[config.mk]
export PLATFORM = sky130hd
export DESIGN_NAME = top_k_sorted_insert
export DESIGN_NICKNAME = d
export VERILOG_FILES = /design/src/hw/rtl/tksi_pkg.sv /design/src/hw/rtl/top_k_sorted_insert.sv /design/src/hw/rtl/tksi_dpath.sv /design/src/hw/rtl/tksi_ctrl.sv
export SDC_FILE = /design/constraint.sdc
export NUM_CORES = 2
export LEC_CHECK = 0
export ABC_AREA = 1
export BUFFER_PORTS_ARGS = -buffer_cell sky130_fd_sc_hd__buf_2
export CELL_PAD_IN_SITES_DETAIL_PLACEMENT = 1
export CELL_PAD_IN_SITES_GLOBAL_PLACEMENT = 1
export CORE_ASPECT_RATIO = 2
export CORE_UTILIZATION = 45
export CTS_BUF_LIST = sky130_fd_sc_hd__clkbuf_8
export DETAILED_ROUTE_END_ITERATION = 12
export PLACE_DENSITY_LB_ADDON = 0.1
export SETUP_SLACK_MARGIN = 0.02
export SLEW_MARGIN = 10
export SYNTH_ARGS = -nofsm -noshare
export SYNTH_HDL_FRONTEND = slang
export SYNTH_HIERARCHICAL = 1
export SYNTH_SLANG_ARGS = --single-unit
[constraint.sdc]
create_clock -name i_clk -period 8.75 [get_ports i_clk]
set_input_delay 1.75 -clock i_clk [delete_from_list [all_inputs] [get_ports i_clk]]
set_output_delay 1.75 -clock i_clk [all_outputs]
set_load 0.01 [all_outputs]
[src/hw/rtl/tksi_pkg.sv]
// shared types for the top-k sorted insertion list
// entry layout, op and result kind codes, controller to datapath command/status
// no dependencies
package tksi_pkg;

    typedef enum logic [1:0] {
        OP_INSERT = 2'd0,
        OP_DUMP   = 2'd1,
        OP_CLEAR  = 2'd2,
        OP_NONE   = 2'd3
    } t_op;

    typedef enum logic [1:0] {
        KIND_INSERT = 2'd0,
        KIND_DUMP   = 2'd1,
        KIND_CLEAR  = 2'd2
    } t_kind;

    typedef struct packed {
        logic [31:0] src;
        logic [31:0] dst;
        logic [15:0] sport;
        logic [15:0] dport;
        logic [7:0]  proto;
        logic [63:0] value;
    } t_entry;

    typedef struct packed {
        logic latch;
        logic idx_clr;
        logic idx_inc;
        logic rd_idx;
        logic pos_from_idx;
        logic j_load;
        logic rd_shift;
        logic wr_shift;
        logic wr_key;
        logic cnt_clr;
        logic emit_plain;
        logic emit_entry;
    } t_dp_cmd;

    typedef struct packed {
        logic scan_end;
        logic hit;
        logic refuse;
        logic shift_done;
        logic empty;
        logic dump_last;
        logic out_free;
    } t_dp_sts;

endpackage

[src/hw/rtl/top_k_sorted_insert.sv]
// top-k sorted insertion list: bounded list of flow keys, descending by value
// input channel takes ops (insert, dump, clear); output channel returns results
// input channel: i_in_valid/o_in_ready with op and key fields, one transfer per op
// output channel: o_out_valid/i_out_ready, one transfer per result, o_last on the final one
// insert: the scan reads entries from the head until the key's place is found; the shift then
// moves each entry below that place down by one, a read and then a write, and the key is written
// there; once the list is full the last entry drops out, or the key is refused if it ranks below
// every entry; the entry memory takes one access at a time, a read or a write
// dump of n entries: one result per entry, each read from the entry memory and then registered
// clear and empty dump: a single result with no entry, loaded into the output register from the emit state
// one op is worked at a time; o_in_ready is high only while the controller is idle, from the
// same edge that loads the final result, and it may be high while that result still waits
// reset empties the list and drops any pending result; no memory clearing pass
// a stalled receiver holds the output register and the controller waits on it
// depends on tksi_pkg, tksi_ctrl, tksi_dpath
module top_k_sorted_insert #(
    parameter int CAPACITY = 16
) (
    input  logic                             i_clk,
    input  logic                             i_rst_n,
    input  logic                             i_in_valid,
    output logic                             o_in_ready,
    input  logic [1:0]                       i_op,
    input  logic [31:0]                      i_src_addr,
    input  logic [31:0]                      i_dst_addr,
    input  logic [15:0]                      i_src_port_in,
    input  logic [15:0]                      i_dst_port_in,
    input  logic [7:0]                       i_proto_in,
    input  logic [63:0]                      i_sort_value,
    output logic                             o_out_valid,
    input  logic                             i_out_ready,
    output logic [1:0]                       o_kind,
    output logic [$clog2(CAPACITY+1)-1:0]    o_position,
    output logic [31:0]                      o_out_src_addr,
    output logic [31:0]                      o_out_dst_addr,
    output logic [15:0]                      o_out_src_port,
    output logic [15:0]                      o_out_dst_port,
    output logic [7:0]                       o_out_proto,
    output logic [63:0]                      o_out_value,
    output logic                             o_tied,
    output logic                             o_entry_valid,
    output logic                             o_last
);
    import tksi_pkg::*;

    t_dp_cmd cmd;
    t_dp_sts sts;
    t_entry  key;
    t_entry  out_entry;

    assign key.src   = i_src_addr;
    assign key.dst   = i_dst_addr;
    assign key.sport = i_src_port_in;
    assign key.dport = i_dst_port_in;
    assign key.proto = i_proto_in;
    assign key.value = i_sort_value;

    tksi_ctrl u_ctrl (
        .i_clk      (i_clk),
        .i_rst_n    (i_rst_n),
        .i_in_valid (i_in_valid),
        .o_in_ready (o_in_ready),
        .i_op       (i_op),
        .i_sts      (sts),
        .o_cmd      (cmd)
    );

    tksi_dpath #(
        .CAPACITY (CAPACITY)
    ) u_dpath (
        .i_clk         (i_clk),
        .i_rst_n       (i_rst_n),
        .i_cmd         (cmd),
        .o_sts         (sts),
        .i_op          (i_op),
        .i_key         (key),
        .i_out_ready   (i_out_ready),
        .o_out_valid   (o_out_valid),
        .o_kind        (o_kind),
        .o_position    (o_position),
        .o_entry       (out_entry),
        .o_tied        (o_tied),
        .o_entry_valid (o_entry_valid),
        .o_last        (o_last)
    );

    assign o_out_src_addr = out_entry.src;
    assign o_out_dst_addr = out_entry.dst;
    assign o_out_src_port = out_entry.sport;
    assign o_out_dst_port = out_entry.dport;
    assign o_out_proto    = out_entry.proto;
    assign o_out_value    = out_entry.value;

endmodule

[src/hw/rtl/tksi_dpath.sv]
// datapath: entry memory, scan/shift counters, input latch and output register
// depends on tksi_pkg
module tksi_dpath #(
    parameter int CAPACITY = 16
) (
    input  logic                             i_clk,
    input  logic                             i_rst_n,
    input  tksi_pkg::t_dp_cmd                i_cmd,
    output tksi_pkg::t_dp_sts                o_sts,
    input  logic [1:0]                       i_op,
    input  tksi_pkg::t_entry                 i_key,
    input  logic                             i_out_ready,
    output logic                             o_out_valid,
    output logic [1:0]                       o_kind,
    output logic [$clog2(CAPACITY+1)-1:0]    o_position,
    output tksi_pkg::t_entry                 o_entry,
    output logic                             o_tied,
    output logic                             o_entry_valid,
    output logic                             o_last
);
    import tksi_pkg::*;

    localparam int IW = $clog2(CAPACITY);
    localparam int PW = $clog2(CAPACITY + 1);
    localparam logic [PW-1:0] CAP_P    = PW'(CAPACITY);
    localparam logic [IW-1:0] LAST_IDX = IW'(CAPACITY - 1);

    t_entry          mem [CAPACITY];
    t_entry          r_key;
    t_entry          r_rd;
    t_op             r_op;
    logic [PW-1:0]   r_idx;
    logic [PW-1:0]   r_pos;
    logic [PW-1:0]   r_count;
    logic [IW-1:0]   r_j;
    logic [63:0]     r_prev;

    logic            r_out_valid;
    t_kind           r_kind;
    logic [PW-1:0]   r_position;
    t_entry          r_out_entry;
    logic            r_tied;
    logic            r_entry_valid;
    logic            r_last;

    logic            rd_en;
    logic [IW-1:0]   rd_addr;
    logic            wr_en;
    logic [IW-1:0]   wr_addr;
    t_entry          wr_data;
    logic [IW-1:0]   top_idx;
    logic            dump_last;

    assign rd_en   = i_cmd.rd_idx | i_cmd.rd_shift;
    assign rd_addr = i_cmd.rd_shift ? IW'(r_j - 1'b1) : r_idx[IW-1:0];
    assign wr_en   = i_cmd.wr_key | i_cmd.wr_shift;
    assign wr_addr = i_cmd.wr_key ? r_pos[IW-1:0] : r_j;
    assign wr_data = i_cmd.wr_key ? r_key : r_rd;
    assign top_idx = (r_count == CAP_P) ? LAST_IDX : r_count[IW-1:0];
    assign dump_last = ((r_idx + PW'(1)) == r_count);

    always_ff @(posedge i_clk) begin
        if (wr_en) begin
            mem[wr_addr] <= wr_data;
        end
        if (rd_en) begin
            r_rd <= mem[rd_addr];
        end
    end

    always_comb begin
        o_sts.scan_end   = (r_idx == r_count);
        o_sts.hit        = (r_rd.value < r_key.value) ||
                           ((r_rd.value == r_key.value) &&
                            (r_rd.src[31:24] > r_key.src[31:24]));
        o_sts.refuse     = (r_pos == CAP_P);
        o_sts.shift_done = (PW'(r_j) == r_pos);
        o_sts.empty      = (r_count == '0);
        o_sts.dump_last  = dump_last;
        o_sts.out_free   = !r_out_valid || i_out_ready;
    end

    always_ff @(posedge i_clk) begin
        if (i_cmd.latch) begin
            r_key <= i_key;
            r_op  <= t_op'(i_op);
        end
        if (i_cmd.idx_clr) begin
            r_idx <= '0;
        end else if (i_cmd.idx_inc) begin
            r_idx <= r_idx + PW'(1);
        end
        if (i_cmd.pos_from_idx) begin
            r_pos <= r_idx;
        end
        if (i_cmd.j_load) begin
            r_j <= top_idx;
        end else if (i_cmd.wr_shift) begin
            r_j <= r_j - 1'b1;
        end
        if (i_cmd.emit_entry) begin
            r_prev <= r_rd.value;
        end
    end

    always_ff @(posedge i_clk) begin
        if (!i_rst_n) begin
            r_count <= '0;
        end else if (i_cmd.cnt_clr) begin
            r_count <= '0;
        end else if (i_cmd.wr_key && r_count != CAP_P) begin
            r_count <= r_count + PW'(1);
        end
    end

    // output register
    always_ff @(posedge i_clk) begin
        if (!i_rst_n) begin
            r_out_valid <= 1'b0;
        end else if (i_cmd.emit_plain || i_cmd.emit_entry) begin
            r_out_valid <= 1'b1;
        end else if (i_out_ready) begin
            r_out_valid <= 1'b0;
        end
    end

    always_ff @(posedge i_clk) begin
        if (i_cmd.emit_plain) begin
            r_kind        <= t_kind'(2'(r_op));
            r_position    <= (r_op == OP_INSERT) ? r_pos : '0;
            r_out_entry   <= '0;
            r_tied        <= 1'b0;
            r_entry_valid <= 1'b0;
            r_last        <= 1'b1;
        end else if (i_cmd.emit_entry) begin
            r_kind        <= KIND_DUMP;
            r_position    <= r_idx;
            r_out_entry   <= r_rd;
            r_tied        <= (r_idx != '0) && (r_rd.value == r_prev);
            r_entry_valid <= 1'b1;
            r_last        <= dump_last;
        end
    end

    assign o_out_valid   = r_out_valid;
    assign o_kind        = r_kind;
    assign o_position    = r_position;
    assign o_entry       = r_out_entry;
    assign o_tied        = r_tied;
    assign o_entry_valid = r_entry_valid;
    assign o_last        = r_last;

endmodule

[src/hw/rtl/tksi_ctrl.sv]
// controller: sequences scan, shift, dump and result transfers
// depends on tksi_pkg
module tksi_ctrl (
    input  logic               i_clk,
    input  logic               i_rst_n,
    input  logic               i_in_valid,
    output logic               o_in_ready,
    input  logic [1:0]         i_op,
    input  tksi_pkg::t_dp_sts  i_sts,
    output tksi_pkg::t_dp_cmd  o_cmd
);
    import tksi_pkg::*;

    typedef enum logic [3:0] {
        S_IDLE,
        S_SCAN_RD,
        S_SCAN_CMP,
        S_DECIDE,
        S_SHIFT_RD,
        S_SHIFT_WR,
        S_EMIT,
        S_DUMP_RD,
        S_DUMP_OUT
    } t_state;

    t_state r_state;
    t_state n_state;
    logic   accept;

    assign o_in_ready = (r_state == S_IDLE);
    assign accept     = i_in_valid && o_in_ready;

    always_comb begin
        o_cmd   = '0;
        n_state = r_state;
        case (r_state)
            S_IDLE: begin
                if (accept) begin
                    o_cmd.latch   = 1'b1;
                    o_cmd.idx_clr = 1'b1;
                    case (t_op'(i_op))
                        OP_INSERT: n_state = S_SCAN_RD;
                        OP_DUMP:   n_state = i_sts.empty ? S_EMIT : S_DUMP_RD;
                        OP_CLEAR: begin
                            o_cmd.cnt_clr = 1'b1;
                            n_state       = S_EMIT;
                        end
                        default:   n_state = S_IDLE;
                    endcase
                end
            end
            S_SCAN_RD: begin
                if (i_sts.scan_end) begin
                    o_cmd.pos_from_idx = 1'b1;
                    n_state            = S_DECIDE;
                end else begin
                    o_cmd.rd_idx = 1'b1;
                    n_state      = S_SCAN_CMP;
                end
            end
            S_SCAN_CMP: begin
                if (i_sts.hit) begin
                    o_cmd.pos_from_idx = 1'b1;
                    n_state            = S_DECIDE;
                end else begin
                    o_cmd.idx_inc = 1'b1;
                    n_state       = S_SCAN_RD;
                end
            end
            S_DECIDE: begin
                if (i_sts.refuse) begin
                    n_state = S_EMIT;
                end else begin
                    o_cmd.j_load = 1'b1;
                    n_state      = S_SHIFT_RD;
                end
            end
            S_SHIFT_RD: begin
                if (i_sts.shift_done) begin
                    o_cmd.wr_key = 1'b1;
                    n_state      = S_EMIT;
                end else begin
                    o_cmd.rd_shift = 1'b1;
                    n_state        = S_SHIFT_WR;
                end
            end
            S_SHIFT_WR: begin
                o_cmd.wr_shift = 1'b1;
                n_state        = S_SHIFT_RD;
            end
            S_EMIT: begin
                if (i_sts.out_free) begin
                    o_cmd.emit_plain = 1'b1;
                    n_state          = S_IDLE;
                end
            end
            S_DUMP_RD: begin
                o_cmd.rd_idx = 1'b1;
                n_state      = S_DUMP_OUT;
            end
            S_DUMP_OUT: begin
                if (i_sts.out_free) begin
                    o_cmd.emit_entry = 1'b1;
                    o_cmd.idx_inc    = 1'b1;
                    n_state          = i_sts.dump_last ? S_IDLE : S_DUMP_RD;
                end
            end
            default: n_state = S_IDLE;
        endcase
    end

    always_ff @(posedge i_clk) begin
        if (!i_rst_n) begin
            r_state <= S_IDLE;
        end else begin
            r_state <= n_state;
        end
    end

endmodule

==> reports/metrics.yaml <==
synthesis:
  ys_seq_area_frac: 0.7494
  synth_ff_type: "edfxtp_1"
  async_flop_share: 0
  postSynthAreaPerCell_um2: 12.81
  synth-edff-count: 3106
  ys_top_cells_by_area: "edfxtp_1 (72%), o21ai_0 (6.1%), nor2_1 (4.9%)"
  syn_nets: 10360
  ys_types: 42
  syn-instance-count: 10110
  yosys.area.top_type: "edfxtp_1"
  netlist_area_um2: 129400
  yosysWarnings: 6
  synth_seq_cells: 3292
  synth_top_cell_area_share: 0.7207
global_routing:
  antenna_found_initial: 14
  gr-total-overflow: 0
  grt_pass1_vias: 89210
  gr-usage-all-layers: 0.2658
  grt_pass1_wl_mm: 577.6
  grt_max_degree: 224
clock_network:
  cts_resized: 0
  clkSinkCount: 3292
  post_cts_buffers: 0
  hold_buffers: 0
  cts_max_level: 5
  cts_tree: "done"
  cts-root-buf: "clkbuf_8"
  clock_path_buffers: 4
  clk_pin_slew_ns: 0.07
  clock_latency_ns: 1.11
  cts_buffers: 463
worst_setup_path:
  cp-start-kind: "flip-flop"
  required_ns: 9.42
  cp_max_fo: 130
  critPathArrivalTime_ns: 5.68
  crit_path_end_kind: "flip-flop"
  critPathKind: "flip-flop to flip-flop"
die:
  die_w_um: 381.2
  die_h_um: 760.4
  ios: 354
  core_area_um2: 286300
  std_cell_rows: 278
  dieArea_um2: 289900
  initial_core_util: 0.4521
route:
  routed-via-count: 84110
  drc_errors: 0
  first_pass_iters: 7
  ant_nets: 0
  vias_per_cell: 5.713
  wirelength_mm: 391.7
  drt_iter0_markers: 5919
  wl_per_cell_um: 26.61
timing:
  clock_skew_ns: 0.07950
  worst_slew_pin_slew_ns: 1.286
  setup_viol: 0
  hold_viol_final: 0
  setup_slack_ns: 3.741
  slew_viol_final: 0
  relSlewSlack: 0.1366
  min_period_ns: 5.009
  max_freq_mhz: 199.7
  rsz0062_at_grt: "no"
  finalCritPeriodShare: 0.5724
placed_design:
  place.gp.congestion: 0.9574
  place_ws_ns: 3.866
  io_buffers: 353
  numPlacedInstances: 13870
  dp_hpwl_mm: 210.6
layout:
  nets: 10810
  final_cells: 14720
  drive_gt1_frac: 0.1185
  syn2layout_area_growth_pct: 11.80
  utilization: 0.5055
job:
  maxCapViolations: 0
power_and_ir_drop:
  p_per_area_nw_per_um2: 338.4
  leakagePower_uw: 0.04955
  peakVddDrop_mv: 0.3679
hold_path:
  holdCritPathClass: "flip-flop to flip-flop"
run_status:
  status: "finished, final reports clean"
[placed cells by master (no fill, tap or decap), drive strengths merged, types with 14 or more instances in the layout]
cell,count
nand4,14
clkinv,206
nor2,1693
nand2,1049
inv,599
o22ai,14
o21ai,1711
edfxtp,3106
nand3,196
buf,620
bufinv,16
or2,27
clkbuf,484
ha,81
a21oi,59
o211ai,803
dfxtp,186
[routing by layer]
layer	wire, um	vias to the layer above	share of wire	GRT usage
met5	0	-	0	0
met4	14930	0	0.038	0.1021
met3	17190	705	0.044	0.02998
met2	197300	2304	0.50	0.4628
met1	162300	43610	0.41	0.3387
li1	-	37490	-	-
[worst max-delay path, stage by stage, from the launching register on]
cell and delay, ns:
edfxtp_1 0.45, inv_1 0.11, nand2_1 0.06, a221oi_1 0.26, o2111ai_1 0.15, nor2_1 0.14, nand2_1 0.17, inv_8 0.58
o21ai_0 0.31, nand3b_1 0.49, nor2_4 0.96, buf_4 0.77
[final timing paths]
check	start	endpoint	slack, ns	cells after the start
hold / removal	u_dpath/o_entry[46]	u_dpath/o_entry[46]	0.45	2
hold reg to reg	u_dpath/o_entry[46]	u_dpath/o_entry[46]	0.45	2
setup / recovery	u_dpath/r_j[2]	u_dpath/mem[7][11]	3.74	11
setup reg to reg	u_dpath/r_j[2]	u_dpath/mem[7][11]	3.74	11
[synth_stat cells (3+ instances only)]
| library cell | number |
|---|---|
| nand3_1 | 195 |
| buf_2 | 171 |
| xnor2_1 | 12 |
| clkbuf_1 | 405 |
| nor2_1 | 1689 |
| nand2_1 | 1048 |
| edfxtp_1 | 3106 |
| buf_4 | 5 |
| nor3_1 | 12 |
| buf_1 | 51 |
| o32ai_1 | 5 |
| nand4_1 | 14 |
| ha_1 | 81 |
| a211oi_1 | 3 |
| dfxtp_1 | 186 |
| o21ai_1 | 127 |
| o211ai_1 | 803 |
| inv_2 | 7 |
| a21o_1 | 3 |
| o22ai_1 | 14 |
| o21ai_0 | 1582 |
| xor2_1 | 13 |
| o21a_1 | 3 |
| nand3b_1 | 3 |
| or2_2 | 27 |
| a21oi_2 | 3 |
| a21oi_1 | 56 |
| inv_1 | 462 |
[power by group]
| group | leakage (uW) | switching [uW] | internal, uW |
|---|---|---|---|
| logic | 0.0151 | 11600 | 4160 |
| registers | 0.0296 | 964 | 20700 |
| clock network | 0.00491 | 5950 | 5600 |
| total | 0.0495 | 18500 | 30400 |
[state kept, by name, indices dropped and copies added (netlist names), 4 cells and up]
signal,cells
u_dpath/mem,2688
u_dpath/o_entry,168
u_dpath/r_key,168
u_dpath/r_rd,168
u_dpath/r_prev,64
u_dpath/o_position,5
u_dpath/r_count,5
u_dpath/r_idx,5
u_dpath/r_pos,5
u_ctrl/r_state,4
u_dpath/r_j,4
[per-stage QoR]
step,instance area (um2),setup TNS [ns],total power [uW],hold slack (ns)
after floorplan,129400,-2417.91,31080,0.4064
final,144700,0,48960,0.4542
after global placement,135900,0,37170,0.4394
after detailed placement,136000,0,37800,0.4432
after CTS,144700,0,49430,0.4597
after global routing,144700,0,51440,0.4739
[area by class of cell]
class | instances | area [um2]
Multi-Input combinational cell | 5709 | 28280
Fill cell | 29000 | 141600
Tap cell | 3780 | 4730
Clock buffer | 484 | 6661
Sequential cell | 3292 | 96990
Antenna cell | 7 | 17.52
Inverter | 470 | 1794
Timing Repair Buffer | 620 | 4259
Clock inverter | 361 | 1964
[logic make-up after synthesis]
kind of cell               Yosys count  share of synthesized area
DFF                               3292                     0.7494
and+or+nand+nor                   2995                    0.09000
AOI/OAI and AO/OA                 2608                     0.1172
buffers and inverters             1104                    0.03384
adders and majority gates           81                   0.007831
xor gates and xnor gates            25                   0.001692
(Power assumes the default switching activity.)
